### config.mk
export PLATFORM = sky130hd
export DESIGN_NAME = text_console_writer_flat
export DESIGN_NICKNAME = d
export VERILOG_FILES = /design/src/sv/tcw_pkg.sv /design/src/sv/tcw_if.sv /design/src/sv/text_console_writer.sv /design/src/sv/tcw_ctrl.sv /design/src/sv/tcw_dp.sv /design/src/flat_wrapper.sv
export VERILOG_INCLUDE_DIRS = /design/src /design/src/sv
export SDC_FILE = /design/constraint.sdc
export NUM_CORES = 1
export LEC_CHECK = 0
export BUFFER_PORTS_ARGS = -buffer_cell sky130_fd_sc_hd__buf_4
export CORE_MARGIN = 3
export CORE_UTILIZATION = 40
export CTS_CLUSTER_DIAMETER = 200
export DETAILED_ROUTE_END_ITERATION = 6
export GPL_ROUTABILITY_DRIVEN = 0
export PLACE_DENSITY = 0.66
export SYNTH_ARGS = -nofsm -noshare
export SYNTH_HDL_FRONTEND = slang
export SYNTH_SLANG_ARGS = --single-unit
### constraint.sdc
create_clock -name clock -period 9.55 [get_ports clock]
set_input_delay 0 -clock clock [delete_from_list [all_inputs] [get_ports clock]]
set_output_delay 0 -clock clock [all_outputs]
set_load 0.02 [all_outputs]
### src/sv/text_console_writer_assert.svh
// ---------------------------------------------------------------------------
// text_console_writer_assert.svh
// Assertion macros for the text console writer. They expand to nothing
// when SYNTHESIS is defined.
// ---------------------------------------------------------------------------
`ifndef TEXT_CONSOLE_WRITER_ASSERT_SVH
`define TEXT_CONSOLE_WRITER_ASSERT_SVH

`ifndef SYNTHESIS
// same-cycle implication, disabled in reset
`define TCW_ASSERT_NOW(lbl, clk, rst, ante, cons) \
   lbl: assert property (@(posedge clk) disable iff (rst) (ante) |-> (cons)) \
      else $error("tcw assertion failed");
// next-cycle implication, disabled in reset
`define TCW_ASSERT_NEXT(lbl, clk, rst, ante, cons) \
   lbl: assert property (@(posedge clk) disable iff (rst) (ante) |=> (cons)) \
      else $error("tcw assertion failed");
`else
`define TCW_ASSERT_NOW(lbl, clk, rst, ante, cons)
`define TCW_ASSERT_NEXT(lbl, clk, rst, ante, cons)
`endif

`endif

### src/sv/tcw_pkg.sv
// ---------------------------------------------------------------------------
// tcw_pkg
// Shared constants, codes and controller/datapath types of the console
// writer.
// ---------------------------------------------------------------------------
`default_nettype none

package tcw_pkg;

   // screen geometry
   localparam int COLUMNS     = 80;
   localparam int ROWS        = 25;
   localparam int TOTAL_CELLS = COLUMNS * ROWS;

   // field widths
   localparam int CELL_W     = 11;
   localparam int CHAR_W     = 8;
   localparam int ATTR_W     = 8;
   localparam int KIND_W     = 2;
   localparam int CSR_IDX_W  = 1;
   localparam int CSR_DATA_W = 11;

   // tab stops
   localparam int TAB_STOP = 8;
   localparam int TAB_LOG  = $clog2(TAB_STOP);
   localparam int TAB_W    = TAB_LOG + 1;

   // character codes
   localparam logic [CHAR_W-1:0] CHAR_BACKSPACE = 8'h08;
   localparam logic [CHAR_W-1:0] CHAR_TAB       = 8'h09;
   localparam logic [CHAR_W-1:0] CHAR_NEWLINE   = 8'h0A;
   localparam logic [CHAR_W-1:0] CHAR_SPACE     = 8'h20;

   // register indexes and reset values
   localparam logic [CSR_IDX_W-1:0] CSR_ATTRIBUTE  = 1'b0;
   localparam logic [CSR_IDX_W-1:0] CSR_START_CELL = 1'b1;
   localparam logic [ATTR_W-1:0]    ATTR_RESET     = 8'd7;

   typedef enum logic [KIND_W-1:0] {
      KIND_WRITE  = 2'd0,
      KIND_SCROLL = 2'd1,
      KIND_CURSOR = 2'd2
   } kind_type;

   typedef enum logic [1:0] {
      CLASS_PRINT,
      CLASS_NEWLINE,
      CLASS_TAB,
      CLASS_BACKSPACE
   } char_class_type;

   typedef enum logic [2:0] {
      CUR_HOLD,
      CUR_INIT,
      CUR_LOCATE,
      CUR_INC,
      CUR_DEC,
      CUR_NEWLINE,
      CUR_SCROLL
   } cur_op_type;

   // controller -> datapath
   typedef struct packed {
      logic       load_item;
      cur_op_type cur_op;
      logic       emit;
      kind_type   kind;
      logic       blank;
      logic       last;
   } dp_cmd_type;

   // datapath -> controller
   typedef struct packed {
      logic                 out_free;
      logic                 past_end;
      logic                 col_wide;
      logic                 at_origin;
      char_class_type       char_class;
      logic [TAB_W-1:0]     tab_span;
   } dp_sts_type;

endpackage

`default_nettype wire

### src/sv/tcw_if.sv
// ---------------------------------------------------------------------------
// tcw_if
// Valid/ready channels of the console writer: character input, result
// output and register writes.
// ---------------------------------------------------------------------------
`default_nettype none

interface tcw_req_if;
   import tcw_pkg::*;
   logic              valid;
   logic              ready;
   logic [CHAR_W-1:0] char_code;
   logic              string_end;
   modport source (output valid, char_code, string_end, input ready);
   modport sink   (input valid, char_code, string_end, output ready);
endinterface

interface tcw_rsp_if;
   import tcw_pkg::*;
   logic              valid;
   logic              ready;
   logic [KIND_W-1:0] kind;
   logic [CELL_W-1:0] cell_res;
   logic [CHAR_W-1:0] char_out;
   logic [ATTR_W-1:0] attr_out;
   logic              last;
   logic              string_done;
   modport source (output valid, kind, cell_res, char_out, attr_out, last, string_done,
                   input ready);
   modport sink   (input valid, kind, cell_res, char_out, attr_out, last, string_done,
                   output ready);
endinterface

interface tcw_csr_if;
   import tcw_pkg::*;
   logic                  valid;
   logic                  ready;
   logic [CSR_IDX_W-1:0]  index;
   logic [CSR_DATA_W-1:0] data;
   modport source (output valid, index, data, input ready);
   modport sink   (input valid, index, data, output ready);
endinterface

`default_nettype wire

### src/sv/text_console_writer.sv
// The first result of a character is registered after the sequencer has
// dispatched it; after that one result per cycle while rsp is not stalled.
// A new character is taken only once the last result of the previous one
// has been issued; the very first item after reset first locates the start column.
// Reset (synchronous, active high) clears the sequencer, output valid,
// attribute (to 7) and start cell (to 0); the next item takes start_cell.
`default_nettype none
// ---------------------------------------------------------------------------
// text_console_writer
// Teletype-style writer for a COLUMNS x ROWS text screen: turns each input
// character into cell writes, scroll commands and cursor updates.
// ---------------------------------------------------------------------------

module text_console_writer (
   input  wire        clock,
   input  wire        reset,
   tcw_req_if.sink    req_chan,
   tcw_rsp_if.source  rsp_chan,
   tcw_csr_if.sink    csr_chan
);
   import tcw_pkg::*;

   `include "text_console_writer_assert.svh"

   dp_cmd_type cmd;
   dp_sts_type sts;
   logic       req_ready;

   // Register writes are always taken; the caller only writes while idle, which the block itself does not enforce.
   assign csr_chan.ready = 1'b1;

   // Sequencer: ready only between characters, one result per cycle
   // when the output register is free.
   tcw_ctrl u_ctrl (
      .clock     (clock),
      .reset     (reset),
      .req_valid (req_chan.valid),
      .req_ready (req_ready),
      .sts       (sts),
      .cmd       (cmd)
   );

   assign req_chan.ready = req_ready;

   // Datapath: cursor cell/column, registers and the result register
   // that parts the sequencer from a stalled rsp side.
   tcw_dp u_dp (
      .clock           (clock),
      .reset           (reset),
      .cmd             (cmd),
      .sts             (sts),
      .req_char_code   (req_chan.char_code),
      .req_string_end  (req_chan.string_end),
      .csr_valid       (csr_chan.valid),
      .csr_index       (csr_chan.index),
      .csr_data        (csr_chan.data),
      .rsp_valid       (rsp_chan.valid),
      .rsp_ready       (rsp_chan.ready),
      .rsp_kind        (rsp_chan.kind),
      .rsp_cell_res    (rsp_chan.cell_res),
      .rsp_char_out    (rsp_chan.char_out),
      .rsp_attr_out    (rsp_chan.attr_out),
      .rsp_last        (rsp_chan.last),
      .rsp_string_done (rsp_chan.string_done)
   );

   // A new result is only loaded when the old one has gone or is leaving.
   `TCW_ASSERT_NOW(a_emit_free, clock, reset, cmd.emit, sts.out_free)
   // Cursor updates always land on the screen.
   `TCW_ASSERT_NOW(a_cursor_on_screen, clock, reset, rsp_chan.valid && (rsp_chan.kind == KIND_CURSOR), rsp_chan.cell_res < CELL_W'(TOTAL_CELLS))
   // A taken character blocks the input until its results are done.
   `TCW_ASSERT_NEXT(a_one_item, clock, reset, req_chan.valid && req_ready, !req_ready)
   // string_done only rides on the closing result.
   `TCW_ASSERT_NOW(a_done_on_last, clock, reset, rsp_chan.valid && rsp_chan.string_done, rsp_chan.last)

endmodule

`default_nettype wire

### src/sv/tcw_ctrl.sv
// ---------------------------------------------------------------------------
// tcw_ctrl
// Sequencer of the console writer: decides per character which cell
// writes, scrolls and cursor updates go out, one per cycle when the output is free.
// ---------------------------------------------------------------------------
`default_nettype none

module tcw_ctrl (
   input  wire                  clock,
   input  wire                  reset,
   input  wire                  req_valid,
   output logic                 req_ready,
   input  tcw_pkg::dp_sts_type  sts,
   output tcw_pkg::dp_cmd_type  cmd
);
   import tcw_pkg::*;

   typedef enum logic [2:0] {
      ST_IDLE,
      ST_LOCATE,
      ST_DISPATCH,
      ST_WRITE,
      ST_CHECK,
      ST_CURSOR
   } state_type;

   state_type            state_ff, state_in;
   char_class_type       mode_ff, mode_in;
   logic                 final_ff, final_in;     // closing cursor update pending
   logic [TAB_W-1:0]     tab_left_ff, tab_left_in;
   logic                 started_ff, started_in;
   logic                 cursor_go;
   logic                 done_now;

   always_comb begin
      state_in    = state_ff;
      mode_in     = mode_ff;
      final_in    = final_ff;
      tab_left_in = tab_left_ff;
      started_in  = started_ff;
      cmd         = '0;
      cmd.cur_op  = CUR_HOLD;
      cmd.kind    = KIND_WRITE;
      cursor_go   = 1'b0;
      req_ready   = 1'b0;
      done_now    = (mode_ff == CLASS_PRINT) || (mode_ff == CLASS_NEWLINE) || final_ff;

      unique case (state_ff)
         ST_IDLE: begin
            req_ready = 1'b1;
            if (req_valid) begin
               cmd.load_item = 1'b1;
               final_in      = 1'b0;
               if (!started_ff) begin
                  cmd.cur_op = CUR_INIT;
                  started_in = 1'b1;
                  state_in   = ST_LOCATE;
               end else begin
                  state_in = ST_DISPATCH;
               end
            end
         end
         ST_LOCATE: begin
            if (sts.col_wide) begin
               cmd.cur_op = CUR_LOCATE;
            end else begin
               state_in = ST_DISPATCH;
            end
         end
         ST_DISPATCH: begin
            mode_in = sts.char_class;
            unique case (sts.char_class)
               CLASS_NEWLINE: begin
                  cmd.cur_op = CUR_NEWLINE;
                  state_in   = ST_CHECK;
               end
               CLASS_TAB: begin
                  tab_left_in = sts.tab_span;
                  state_in    = ST_WRITE;
               end
               CLASS_BACKSPACE: begin
                  if (!sts.at_origin) begin
                     cmd.cur_op = CUR_DEC;
                  end
                  state_in = ST_WRITE;
               end
               default: begin
                  state_in = ST_WRITE;
               end
            endcase
         end
         ST_WRITE: begin
            if (sts.out_free) begin
               cmd.emit   = 1'b1;
               cmd.kind   = KIND_WRITE;
               cmd.blank  = (mode_ff != CLASS_PRINT);
               cmd.cur_op = CUR_INC;
               state_in   = ST_CHECK;
            end
         end
         ST_CHECK: begin
            if (sts.out_free) begin
               if (sts.past_end) begin
                  cmd.emit   = 1'b1;
                  cmd.kind   = KIND_SCROLL;
                  cmd.cur_op = CUR_SCROLL;
                  state_in   = ST_CURSOR;
               end else begin
                  cursor_go = 1'b1;
               end
            end
         end
         ST_CURSOR: begin
            if (sts.out_free) begin
               cursor_go = 1'b1;
            end
         end
         default: begin
            state_in = ST_IDLE;
         end
      endcase

      // cursor update and what follows it
      if (cursor_go) begin
         cmd.emit = 1'b1;
         cmd.kind = KIND_CURSOR;
         cmd.last = done_now;
         if (done_now) begin
            state_in = ST_IDLE;
         end else if (mode_ff == CLASS_TAB) begin
            if (tab_left_ff > TAB_W'(1)) begin
               tab_left_in = tab_left_ff - TAB_W'(1);
               state_in    = ST_WRITE;
            end else begin
               final_in = 1'b1;
               state_in = ST_CHECK;
            end
         end else begin
            // backspace: return to the blanked cell
            cmd.cur_op = CUR_DEC;
            final_in   = 1'b1;
            state_in   = ST_CHECK;
         end
      end
   end

   always_ff @(posedge clock) begin
      if (reset) begin
         state_ff    <= ST_IDLE;
         mode_ff     <= CLASS_PRINT;
         final_ff    <= 1'b0;
         tab_left_ff <= '0;
         started_ff  <= 1'b0;
      end else begin
         state_ff    <= state_in;
         mode_ff     <= mode_in;
         final_ff    <= final_in;
         tab_left_ff <= tab_left_in;
         started_ff  <= started_in;
      end
   end

endmodule

`default_nettype wire

### src/sv/tcw_dp.sv
// ---------------------------------------------------------------------------
// tcw_dp
// Datapath of the console writer: registers, cursor cell and column,
// character latch and the result output register.
// ---------------------------------------------------------------------------
`default_nettype none

module tcw_dp (
   input  wire                               clock,
   input  wire                               reset,
   input  tcw_pkg::dp_cmd_type               cmd,
   output tcw_pkg::dp_sts_type               sts,
   input  wire [tcw_pkg::CHAR_W-1:0]         req_char_code,
   input  wire                               req_string_end,
   input  wire                               csr_valid,
   input  wire [tcw_pkg::CSR_IDX_W-1:0]      csr_index,
   input  wire [tcw_pkg::CSR_DATA_W-1:0]     csr_data,
   output logic                              rsp_valid,
   input  wire                               rsp_ready,
   output logic [tcw_pkg::KIND_W-1:0]        rsp_kind,
   output logic [tcw_pkg::CELL_W-1:0]        rsp_cell_res,
   output logic [tcw_pkg::CHAR_W-1:0]        rsp_char_out,
   output logic [tcw_pkg::ATTR_W-1:0]        rsp_attr_out,
   output logic                              rsp_last,
   output logic                              rsp_string_done
);
   import tcw_pkg::*;

   localparam logic [CELL_W-1:0] CELL_COLUMNS = CELL_W'(COLUMNS);
   localparam logic [CELL_W-1:0] CELL_LAST    = CELL_W'(TOTAL_CELLS - 1);
   localparam logic [CELL_W-1:0] CELL_BOTTOM  = CELL_W'(TOTAL_CELLS - COLUMNS);
   localparam logic [CELL_W-1:0] CELL_TOTAL   = CELL_W'(TOTAL_CELLS);

   logic [ATTR_W-1:0]  attr_ff;
   logic [CELL_W-1:0]  start_ff;
   logic [CHAR_W-1:0]  char_ff;
   logic               end_ff;
   logic [CELL_W-1:0]  cell_ff, cell_in;
   logic [CELL_W-1:0]  col_ff, col_in;    // wide while the start cell is located
   logic [CELL_W-1:0]  start_sat;

   logic               rsp_valid_ff, rsp_valid_in;
   logic [KIND_W-1:0]  kind_ff;
   logic [CELL_W-1:0]  cell_res_ff;
   logic [CHAR_W-1:0]  char_out_ff;
   logic [ATTR_W-1:0]  attr_out_ff;
   logic               last_ff;
   logic               done_ff;

   assign start_sat = (start_ff >= CELL_TOTAL) ? CELL_LAST : start_ff;

   // status
   always_comb begin
      sts.out_free  = !rsp_valid_ff || rsp_ready;
      sts.past_end  = (cell_ff >= CELL_TOTAL);
      sts.col_wide  = (col_ff >= CELL_COLUMNS);
      sts.at_origin = (cell_ff == '0);
      sts.tab_span  = TAB_W'(TAB_STOP) - TAB_W'(cell_ff[TAB_LOG-1:0]);
      if (char_ff == CHAR_NEWLINE) begin
         sts.char_class = CLASS_NEWLINE;
      end else if (char_ff == CHAR_TAB) begin
         sts.char_class = CLASS_TAB;
      end else if (char_ff == CHAR_BACKSPACE) begin
         sts.char_class = CLASS_BACKSPACE;
      end else begin
         sts.char_class = CLASS_PRINT;
      end
   end

   // cursor update
   always_comb begin
      cell_in = cell_ff;
      col_in  = col_ff;
      unique case (cmd.cur_op)
         CUR_INIT: begin
            cell_in = start_sat;
            col_in  = start_sat;
         end
         CUR_LOCATE: begin
            col_in = col_ff - CELL_COLUMNS;
         end
         CUR_INC: begin
            cell_in = cell_ff + CELL_W'(1);
            col_in  = (col_ff == CELL_COLUMNS - CELL_W'(1)) ? '0 : col_ff + CELL_W'(1);
         end
         CUR_DEC: begin
            cell_in = cell_ff - CELL_W'(1);
            col_in  = (col_ff == '0) ? CELL_COLUMNS - CELL_W'(1) : col_ff - CELL_W'(1);
         end
         CUR_NEWLINE: begin
            cell_in = cell_ff - col_ff + CELL_COLUMNS;
            col_in  = '0;
         end
         CUR_SCROLL: begin
            cell_in = CELL_BOTTOM;
            col_in  = '0;
         end
         default: begin
            cell_in = cell_ff;
            col_in  = col_ff;
         end
      endcase
   end

   always_comb begin
      rsp_valid_in = rsp_valid_ff;
      if (cmd.emit) begin
         rsp_valid_in = 1'b1;
      end else if (rsp_ready) begin
         rsp_valid_in = 1'b0;
      end
   end

   // control registers
   always_ff @(posedge clock) begin
      if (reset) begin
         attr_ff      <= ATTR_RESET;
         start_ff     <= '0;
         rsp_valid_ff <= 1'b0;
      end else begin
         rsp_valid_ff <= rsp_valid_in;
         if (csr_valid) begin
            unique case (csr_index)
               CSR_ATTRIBUTE:  attr_ff  <= csr_data[ATTR_W-1:0];
               CSR_START_CELL: start_ff <= csr_data[CELL_W-1:0];
            endcase
         end
      end
   end

   // payload registers
   always_ff @(posedge clock) begin
      cell_ff <= cell_in;
      col_ff  <= col_in;
      if (cmd.load_item) begin
         char_ff <= req_char_code;
         end_ff  <= req_string_end;
      end
      if (cmd.emit) begin
         kind_ff     <= cmd.kind;
         last_ff     <= cmd.last;
         done_ff     <= cmd.last & end_ff;
         cell_res_ff <= (cmd.kind == KIND_SCROLL) ? '0 : cell_ff;
         char_out_ff <= (cmd.kind != KIND_WRITE) ? '0 :
                        (cmd.blank ? CHAR_SPACE : char_ff);
         attr_out_ff <= (cmd.kind == KIND_SCROLL) ? '0 : attr_ff;
      end
   end

   assign rsp_valid       = rsp_valid_ff;
   assign rsp_kind        = kind_ff;
   assign rsp_cell_res    = cell_res_ff;
   assign rsp_char_out    = char_out_ff;
   assign rsp_attr_out    = attr_out_ff;
   assign rsp_last        = last_ff;
   assign rsp_string_done = done_ff;

endmodule

`default_nettype wire
### src/flat_wrapper.sv
// flat-port wrapper written by rule: the top's interface ports become plain ports
module text_console_writer_flat import tcw_pkg::*;
  (clock, reset, req_chan_valid, req_chan_char_code, req_chan_string_end, req_chan_ready, rsp_chan_valid, rsp_chan_kind, rsp_chan_cell_res, rsp_chan_char_out, rsp_chan_attr_out, rsp_chan_last, rsp_chan_string_done, rsp_chan_ready, csr_chan_valid, csr_chan_index, csr_chan_data, csr_chan_ready);
  tcw_req_if req_chan_i ();
  tcw_rsp_if rsp_chan_i ();
  tcw_csr_if csr_chan_i ();
  input  wire clock;
  input  wire reset;
  input wire logic [$bits(req_chan_i.valid)-1:0] req_chan_valid;
  input wire logic [$bits(req_chan_i.char_code)-1:0] req_chan_char_code;
  input wire logic [$bits(req_chan_i.string_end)-1:0] req_chan_string_end;
  output wire logic [$bits(req_chan_i.ready)-1:0] req_chan_ready;
  output wire logic [$bits(rsp_chan_i.valid)-1:0] rsp_chan_valid;
  output wire logic [$bits(rsp_chan_i.kind)-1:0] rsp_chan_kind;
  output wire logic [$bits(rsp_chan_i.cell_res)-1:0] rsp_chan_cell_res;
  output wire logic [$bits(rsp_chan_i.char_out)-1:0] rsp_chan_char_out;
  output wire logic [$bits(rsp_chan_i.attr_out)-1:0] rsp_chan_attr_out;
  output wire logic [$bits(rsp_chan_i.last)-1:0] rsp_chan_last;
  output wire logic [$bits(rsp_chan_i.string_done)-1:0] rsp_chan_string_done;
  input wire logic [$bits(rsp_chan_i.ready)-1:0] rsp_chan_ready;
  input wire logic [$bits(csr_chan_i.valid)-1:0] csr_chan_valid;
  input wire logic [$bits(csr_chan_i.index)-1:0] csr_chan_index;
  input wire logic [$bits(csr_chan_i.data)-1:0] csr_chan_data;
  output wire logic [$bits(csr_chan_i.ready)-1:0] csr_chan_ready;
  assign req_chan_i.valid = req_chan_valid;
  assign req_chan_i.char_code = req_chan_char_code;
  assign req_chan_i.string_end = req_chan_string_end;
  assign req_chan_ready = req_chan_i.ready;
  assign rsp_chan_valid = rsp_chan_i.valid;
  assign rsp_chan_kind = rsp_chan_i.kind;
  assign rsp_chan_cell_res = rsp_chan_i.cell_res;
  assign rsp_chan_char_out = rsp_chan_i.char_out;
  assign rsp_chan_attr_out = rsp_chan_i.attr_out;
  assign rsp_chan_last = rsp_chan_i.last;
  assign rsp_chan_string_done = rsp_chan_i.string_done;
  assign rsp_chan_i.ready = rsp_chan_ready;
  assign csr_chan_i.valid = csr_chan_valid;
  assign csr_chan_i.index = csr_chan_index;
  assign csr_chan_i.data = csr_chan_data;
  assign csr_chan_ready = csr_chan_i.ready;
  text_console_writer u_core (.clock(clock), .reset(reset), .req_chan(req_chan_i), .rsp_chan(rsp_chan_i), .csr_chan(csr_chan_i));
endmodule
==> results of run 1 <==
## cell type report
cell class              instances  area share, %
clock buffers                  11           3.47
clock inverters                 5           1.27
inverters                      36           2.01
multi-input cells             437           43.0
flip-flops and latches         93           37.0
well taps                     176           3.28
repair buffers                 82           9.96
## cell usage after synthesis, types with 5 or more instances
| library cell | instances | share of area [%] |
|---|---|---|
| nor4_1 | 6 | 0.67 |
| ha_1 | 37 | 8.2 |
| a21oi_1 | 41 | 3.6 |
| xnor2_1 | 14 | 2.2 |
| dfxtp_1 | 31 | 11 |
| o221ai_1 | 6 | 0.93 |
| and2_1 | 18 | 2.0 |
| clkbuf_1 | 21 | 1.4 |
| nand2_1 | 68 | 4.5 |
| a211oi_1 | 7 | 0.93 |
| nand4_1 | 11 | 1.2 |
| nand3b_1 | 5 | 0.67 |
| xor2_1 | 11 | 1.7 |
| and3_1 | 14 | 1.6 |
| nor3_1 | 15 | 1.3 |
| nand3_1 | 7 | 0.62 |
| edfxtp_1 | 62 | 33 |
| o21a_1 | 7 | 0.93 |
| o21ai_0 | 28 | 2.5 |
| o22ai_1 | 5 | 0.56 |
| nor2b_1 | 9 | 1.0 |
| nor2_1 | 43 | 2.9 |
| o211ai_1 | 8 | 1.1 |
| inv_1 | 34 | 2.3 |
## cell families after synthesis
| kind of cell | after synthesis | share of synthesized area [%] |
|---|---|---|
| compound gates | 153 | 18.6 |
| fa+ha+maj | 39 | 8.94 |
| mux | 2 | 0.356 |
| buf+inv | 63 | 4.58 |
| flops | 93 | 44.1 |
| simple gates | 217 | 19.5 |
| xor+xnor | 25 | 3.89 |
| other cells | 1 | 0.0666 |
## power breakdown
part	leakage (nW)	total [mW]	switching (mW)	internal, mW
clock	0.150	0.387	0.156	0.231
combinational	1.63	0.879	0.517	0.362
sequential	0.837	0.675	0.116	0.559
## routing by layer
layer  share of wire, %  track usage, %
met2                 47            32.0
met4                2.4            6.32
met1                 43            25.9
met3                7.6            4.80
met5                  0               0
## path summary, 6_finish.rpt
check | startpoint | end | cells after the start
max reg2reg | u_core.u_ctrl.state_ff[1] | u_core.u_dp.cell_ff[7] | 12
max | u_core.u_ctrl.state_ff[1] | u_core.u_dp.cell_ff[7] | 12
min reg2reg | u_core.u_dp.attr_ff[3] | u_core.u_dp.attr_ff[3] | 2
min | reset | u_core.u_ctrl.final_ff | 2
## cells in the final DEF, fill, tap and decap left out, types with 11 or more instances in the layout
cell	count
buf_4	61
xnor2_1	14
nor3_1	15
nand4_1	11
xor2_1	11
and2_1	18
edfxtp_1	62
dfxtp_1	31
inv_1	34
and3_1	14
ha_1	37
a21oi_1	41
nor2_1	43
o21ai_0	28
nand2_1	68
dlygate4sd3_1	21
## what timing repair did
action | CTS | global route
setup endpoints to repair | 0 | 0
endpoints found under the hold margin | 29 | 0
hold buffers | 21 | 0
resized for setup | 0 | 0
## sequential cells by signal (all words and copies together) (netlist names), 4 cells and up
signal                     cells
u_core.u_dp.cell_ff           11
u_core.u_dp.col_ff            11
u_core.u_dp.rsp_cell_res      11
u_core.u_dp.start_ff          11
u_core.u_dp.attr_ff            8
u_core.u_dp.char_ff            8
u_core.u_dp.rsp_attr_out       8
u_core.u_dp.rsp_char_out       8
u_core.u_ctrl.tab_left_ff      4
## metrics by stage
stage               cells  setup slack [ps]  total power, mW  hold slack, ps
global route          840              4780             2.06            51.8
floorplan             593              5760             1.28            98.9
detailed placement    803              5170             1.53             180
finish                840              5070             1.94            38.1
global placement      803              5310             1.50             179
CTS                   840              5130             1.93            19.3
## critical path, delay by kind of cell, from the launching register on
family	cells	cell delay, ps
adders and majority gates	1	350
buffers and inverters	1	260
AOI/OAI and AO/OA	5	1670
xor gates and xnor gates	1	150
and+or+nand+nor	4	1120
DFF	1	640
==> flow_metrics.py, run 1 <==
metrics = {
    "floorplan": {
        "start_util_pct": 41.7,
        "die_w_um": 125,
        "placementRows": 42,
        "core-area_sq_mm": 0.0135,
        "die_h_um": 125,
        "io_pins": 60,
        "dieArea_sq_mm": 0.0155,
    },
    "final_layout": {
        "fillers": 1236,
        "layout-drive-gt1-share_pct": 13.7,
        "finalInstanceArea_sq_mm": 0.00671,
        "multiInputGateArea_sq_mm": 0.00289,
        "finish.utilization_pct": 49.7,
        "seq_area_sq_mm": 0.00248,
        "fin_nets": 724,
        "area_growth_syn_to_layout_pct": 19.3,
        "antennaDiodeCount": 0,
    },
    "synth": {
        "syn_area_sq_mm": 0.00563,
        "ys_seq_area_share_pct": 44.1,
        "yosys_warnings": 0,
        "synthArstFlopShare_pct": 0,
        "syn_inst": 593,
        "ys_ff_latch": 93,
        "yosys_most_used_dff": "edfxtp_1",
        "ys_types": 71,
        "synth_nets": 658,
        "synth-edff-count": 62,
        "synth_area_per_cell_sq_um": 9.49,
    },
    "timing": {
        "hold_viol_final": 0,
        "setup_viol": 0,
        "clock_skew_ps": 9.25,
        "fin_crit_ps": 4480,
        "drv_slew": 0,
        "rsz0062_at_grt": "false",
        "fin_crit_sh_pct": 46.9,
        "tightest_slew_ps": 982,
        "relSlewSlack_pct": 32.8,
        "fin_tns_setup_ps": 0,
        "max_freq_mhz": 223,
    },
    "global_route": {
        "grt-ovfl-total": 0,
        "grt_pass1_wl_mm": 24.6,
        "antenna_found_initial": 0,
        "track_usage_pct": 19.7,
        "first_global_vias": 4763,
        "grt_max_degree": 32,
    },
    "worst_setup_path": {
        "worstSetupEndpointType": "flop",
        "reg2reg_slack_ps": 5070,
        "criticalPathCategory": "flop to flop",
        "crit_slowest_cell": "a2111oi_0",
        "worstPathArrival_ps": 4540,
        "start_kind": "flop",
        "crit_fanout": 17,
        "cp_cell_sequence": "or3b_1 > nor3_2 > a32o_1 > nand2_2 > inv_2 > ha_1 > and3_1 > a2111oi_0 > o21bai_1 > a21oi_1 > xor2_1 > o211ai_1",
        "cp_slowest_stage_delay_ps": 880,
        "critPathRequiredTime_ps": 9620,
    },
    "clocking": {
        "post_cts_buffers": 0,
        "cts_tree": "yes",
        "cts_root_buffer": "clkbuf_16",
        "cts_buffer_depth": 2,
        "cts_buffers": 9,
        "htreeDepth": 3,
        "clkSinkCount": 93,
        "clk_pin_slew_ps": 70,
        "clock_latency_ps": 350,
    },
    "place": {
        "port_buffers": 58,
        "post_dp_cell_area_sq_mm": 0.00618,
        "hpwlAfterDp_mm": 11.2,
    },
    "route": {
        "vias_per_cell": 5.73,
        "dr.pass1.iters": 5,
        "drtAntennaViolNets": 0,
        "wl_mm": 15.2,
        "num_vias": 4812,
        "avgRoutedWirePerCell_um": 18.1,
        "drtIter0Drc": 378,
        "drc": 0,
    },
    "power": {
        "pwr_density_cell_mw_per_mm2": 289,
        "power_leakage_nw": 2.62,
        "vdd_ir_drop_max_v": 0.000135,
    },
    "status": {
        "status": "finished clean",
    },
    "hold_path": {
        "hp-class": "input port to flop",
    },
    "run": {
        "cap_violations": 0,
    },
}
(Power assumes the default switching activity.)
==> run 2: changes to the inputs <==
--- a/config.mk
+++ b/config.mk
@@ -6,13 +6,14 @@
 export SDC_FILE = /design/constraint.sdc
 export NUM_CORES = 1
 export LEC_CHECK = 0
+export ABC_AREA = 1
 export BUFFER_PORTS_ARGS = -buffer_cell sky130_fd_sc_hd__buf_4
 export CORE_MARGIN = 3
 export CORE_UTILIZATION = 40
 export CTS_CLUSTER_DIAMETER = 200
 export DETAILED_ROUTE_END_ITERATION = 6
 export GPL_ROUTABILITY_DRIVEN = 0
-export PLACE_DENSITY = 0.66
+export PLACE_DENSITY = 0.68
 export SYNTH_ARGS = -nofsm -noshare
 export SYNTH_HDL_FRONTEND = slang
 export SYNTH_SLANG_ARGS = --single-unit
==> constraint.sdc (replaced) <==
create_clock -name clock -period 3.9 [get_ports clock]
set_input_delay 0 -clock clock [delete_from_list [all_inputs] [get_ports clock]]
set_output_delay 0 -clock clock [all_outputs]
set_load 0.02 [all_outputs]
==> flow_metrics.py, run 2 <==
metrics = {
    "status": {
        "status": "finished clean",
    },
    "worst_setup_path": {
        "worstReg2RegEnd": "u_core.u_dp.cell_ff[8]",
        "crit_fanout": 18,
        "critPathRequiredTime_ps": 4000,
        "start_kind": "flop",
        "criticalPathCategory": "flop to flop",
        "reg2reg_slack_ps": 420,
        "r2r-start": "u_core.u_dp.col_ff[0]",
        "reg2reg_depth": 19,
        "worstPathArrival_ps": 3570,
        "worstSetupEndpointType": "flop",
    },
    "synth": {
        "synthArstFlopShare_pct": 0,
        "syn_area_sq_mm": 0.00585,
        "synth-edff-count": 62,
        "ys_seq_area_share_pct": 42.4,
        "synth_area_leaders": "edfxtp_1 32%, dfxtp_1 11%, nand2_1 8.0%",
        "ys_types": 44,
        "synth_area_per_cell_sq_um": 8.04,
        "synth_most_common_cell": "nand2_1",
        "synth_top_area_share_pct": 31.8,
        "yosys_most_used_dff": "edfxtp_1",
        "syn_inst": 728,
        "synth_nets": 793,
        "ys_ff_latch": 93,
        "synth_common_cells": "125 x nand2_1, 99 x inv_1, 88 x nor2_1",
        "synth.largest_area_cell": "edfxtp_1",
        "yosys_warnings": 0,
    },
    "place": {
        "port_buffers": 58,
        "placed_cells": 963,
        "dpl_worst_slack_ps": 292,
        "hpwlAfterDp_mm": 11.6,
        "post_dp_cell_area_sq_mm": 0.00650,
    },
    "hold_path": {
        "holdPathStages": 3,
        "hp-class": "input port to flop",
        "min-delay-start": "csr_chan_index",
        "whs_endpoint": "u_core.u_dp.attr_ff[0]",
    },
    "clocking": {
        "cts_buffer_depth": 2,
        "clkSinkCount": 93,
        "cts_tree": "yes",
        "cts_root_buffer": "clkbuf_16",
        "htreeDepth": 3,
        "clock_latency_ps": 350,
        "post_cts_buffers": 0,
        "cts_buffers": 9,
        "clk_pin_slew_ps": 70,
    },
    "final_layout": {
        "mostFrequentLayoutCell": "nand2_1",
        "antennaDiodeCount": 0,
        "layout_common_cells": "125 x nand2_1, 98 x inv_1, 88 x nor2_1",
        "area_growth_syn_to_layout_pct": 19.9,
        "finalInstanceArea_sq_mm": 0.00702,
        "layout-drive-gt1-share_pct": 15.7,
        "fin_cells": 1000,
        "fin_nets": 880,
    },
    "floorplan": {
        "start_util_pct": 41.5,
        "placementRows": 43,
        "io_pins": 60,
        "core-area_sq_mm": 0.0141,
        "die_h_um": 127,
        "dieArea_sq_mm": 0.0161,
        "die_w_um": 127,
    },
    "timing": {
        "hold_viol_final": 0,
        "drv_slew": 0,
        "tightest_slew_ps": 1100,
        "fin_tns_setup_ps": 0,
        "relSlewSlack_pct": 25.8,
        "holdWs_ps": 47.1,
        "max_freq_mhz": 288,
        "fin_crit_ps": 3480,
        "rsz0062_at_grt": "false",
        "setup_ws_ps": 423,
        "setup_viol": 0,
        "fin_crit_sh_pct": 89.1,
        "clock_skew_ps": 8.87,
    },
    "global_route": {
        "antenna_found_initial": 0,
        "first_global_vias": 4754,
        "grt_pass1_wl_mm": 24.4,
        "track_usage_pct": 19.1,
        "grt-ovfl-total": 0,
        "grt_max_degree": 33,
    },
    "power": {
        "pwr_density_cell_mw_per_mm2": 717,
        "combPwrFrac_pct": 48.5,
        "p_clk_share_pct": 17.9,
        "swShare_pct": 44.0,
        "p_seq_share_pct": 33.6,
        "power_leakage_nw": 3.14,
        "internal_power_mw": 2.82,
        "vdd_ir_drop_max_v": 0.000461,
        "p_switching_mw": 2.22,
    },
    "route": {
        "num_vias": 5250,
        "drtAntennaViolNets": 0,
        "drtIter0Drc": 463,
        "avgRoutedWirePerCell_um": 15.4,
        "dr.pass1.iters": 5,
        "drc": 0,
        "vias_per_cell": 5.25,
        "wl_mm": 15.4,
    },
    "run": {
        "cap_violations": 0,
    },
}
-- run 2: how the worst max path moves through the flow --
stage | start | to | cells past startpoint
after floorplan | u_core.u_dp.col_ff[5] | u_core.u_dp.cell_ff[8] | 19
after global placement | u_core.u_dp.col_ff[5] | u_core.u_dp.cell_ff[8] | 19
after detailed placement | u_core.u_dp.col_ff[5] | u_core.u_dp.cell_ff[8] | 19
after CTS | u_core.u_dp.col_ff[5] | u_core.u_dp.cell_ff[8] | 19
after global routing | u_core.u_dp.col_ff[5] | u_core.u_dp.cell_ff[8] | 19
final | u_core.u_dp.col_ff[0] | u_core.u_dp.cell_ff[8] | 19
-- run 2: cell type report --
cell class,instances,area (sq um)
Fill cell,1352,7080
Clock inverter,5,38.8
Multi-Input combinational cell,515,2890
Clock buffer,11,264
Sequential cell,93,2480
Inverter,109,413
Timing Repair Buffer,87,706
Tap cell,180,225
-- run 2: critical path, cell delays in order (launching register included) --
cell        delay (ps)
edfxtp_1           460
inv_1              180
ha_1               170
nand2_1             70
nor2_1              90
nand2_1             50
nand2_1             90
nand2_4            130
nand2_2            110
nor2_4              50
nand2_4            130
clkinvlp_4         220
ha_1               380
a21oi_1            180
o21ai_0            120
a21oi_1            220
o21bai_1           120
or2_2              280
nand3_1             70
nand4_1             80
-- run 2: cell families after synthesis --
kind of cell	Yosys count	synth area share, %
adders and majority gates	39	8.59
other	1	0.0641
AOI/OAI and AO/OA	107	10.7
buffers and inverters	120	8.19
and+or+nand+nor	353	27.8
xor gates and xnor gates	15	2.24
DFF	93	42.4
-- run 2: per-stage QoR --
stage,power [mW],utilization [%]
after floorplan,3.37,-
after global placement,4.09,46.1
after detailed placement,4.11,46.1
after CTS,5.03,49.8
after global routing,5.42,49.8
final,5.03,49.8
-- run 2: layer usage --
layer | up-vias | global-route usage, % | share of wire, %
met5 | - | 0 | 0
met4 | 0 | 5.62 | 2.3
met3 | 25 | 4.80 | 7.5
met2 | 212 | 29.6 | 45
met1 | 2400 | 26.5 | 45
li1 | 2613 | - | -
-- run 2: power by group through the flow --
stage	combinational (mW)	clock, mW	sequential, mW
after floorplan	1.59	0	1.78
after global placement	2.39	0	1.70
after detailed placement	2.40	0	1.71
after CTS	2.44	0.904	1.69
after global routing	2.75	0.940	1.73
final	2.44	0.900	1.69
-- run 2: repair_timing --
item / 4_1_cts / 5_1_grt
hold endpoints to repair: 33 / 0
hold buffers: 21 / 0
gates resized for setup: 0 / 2
setup endpoints to repair: 0 / 1
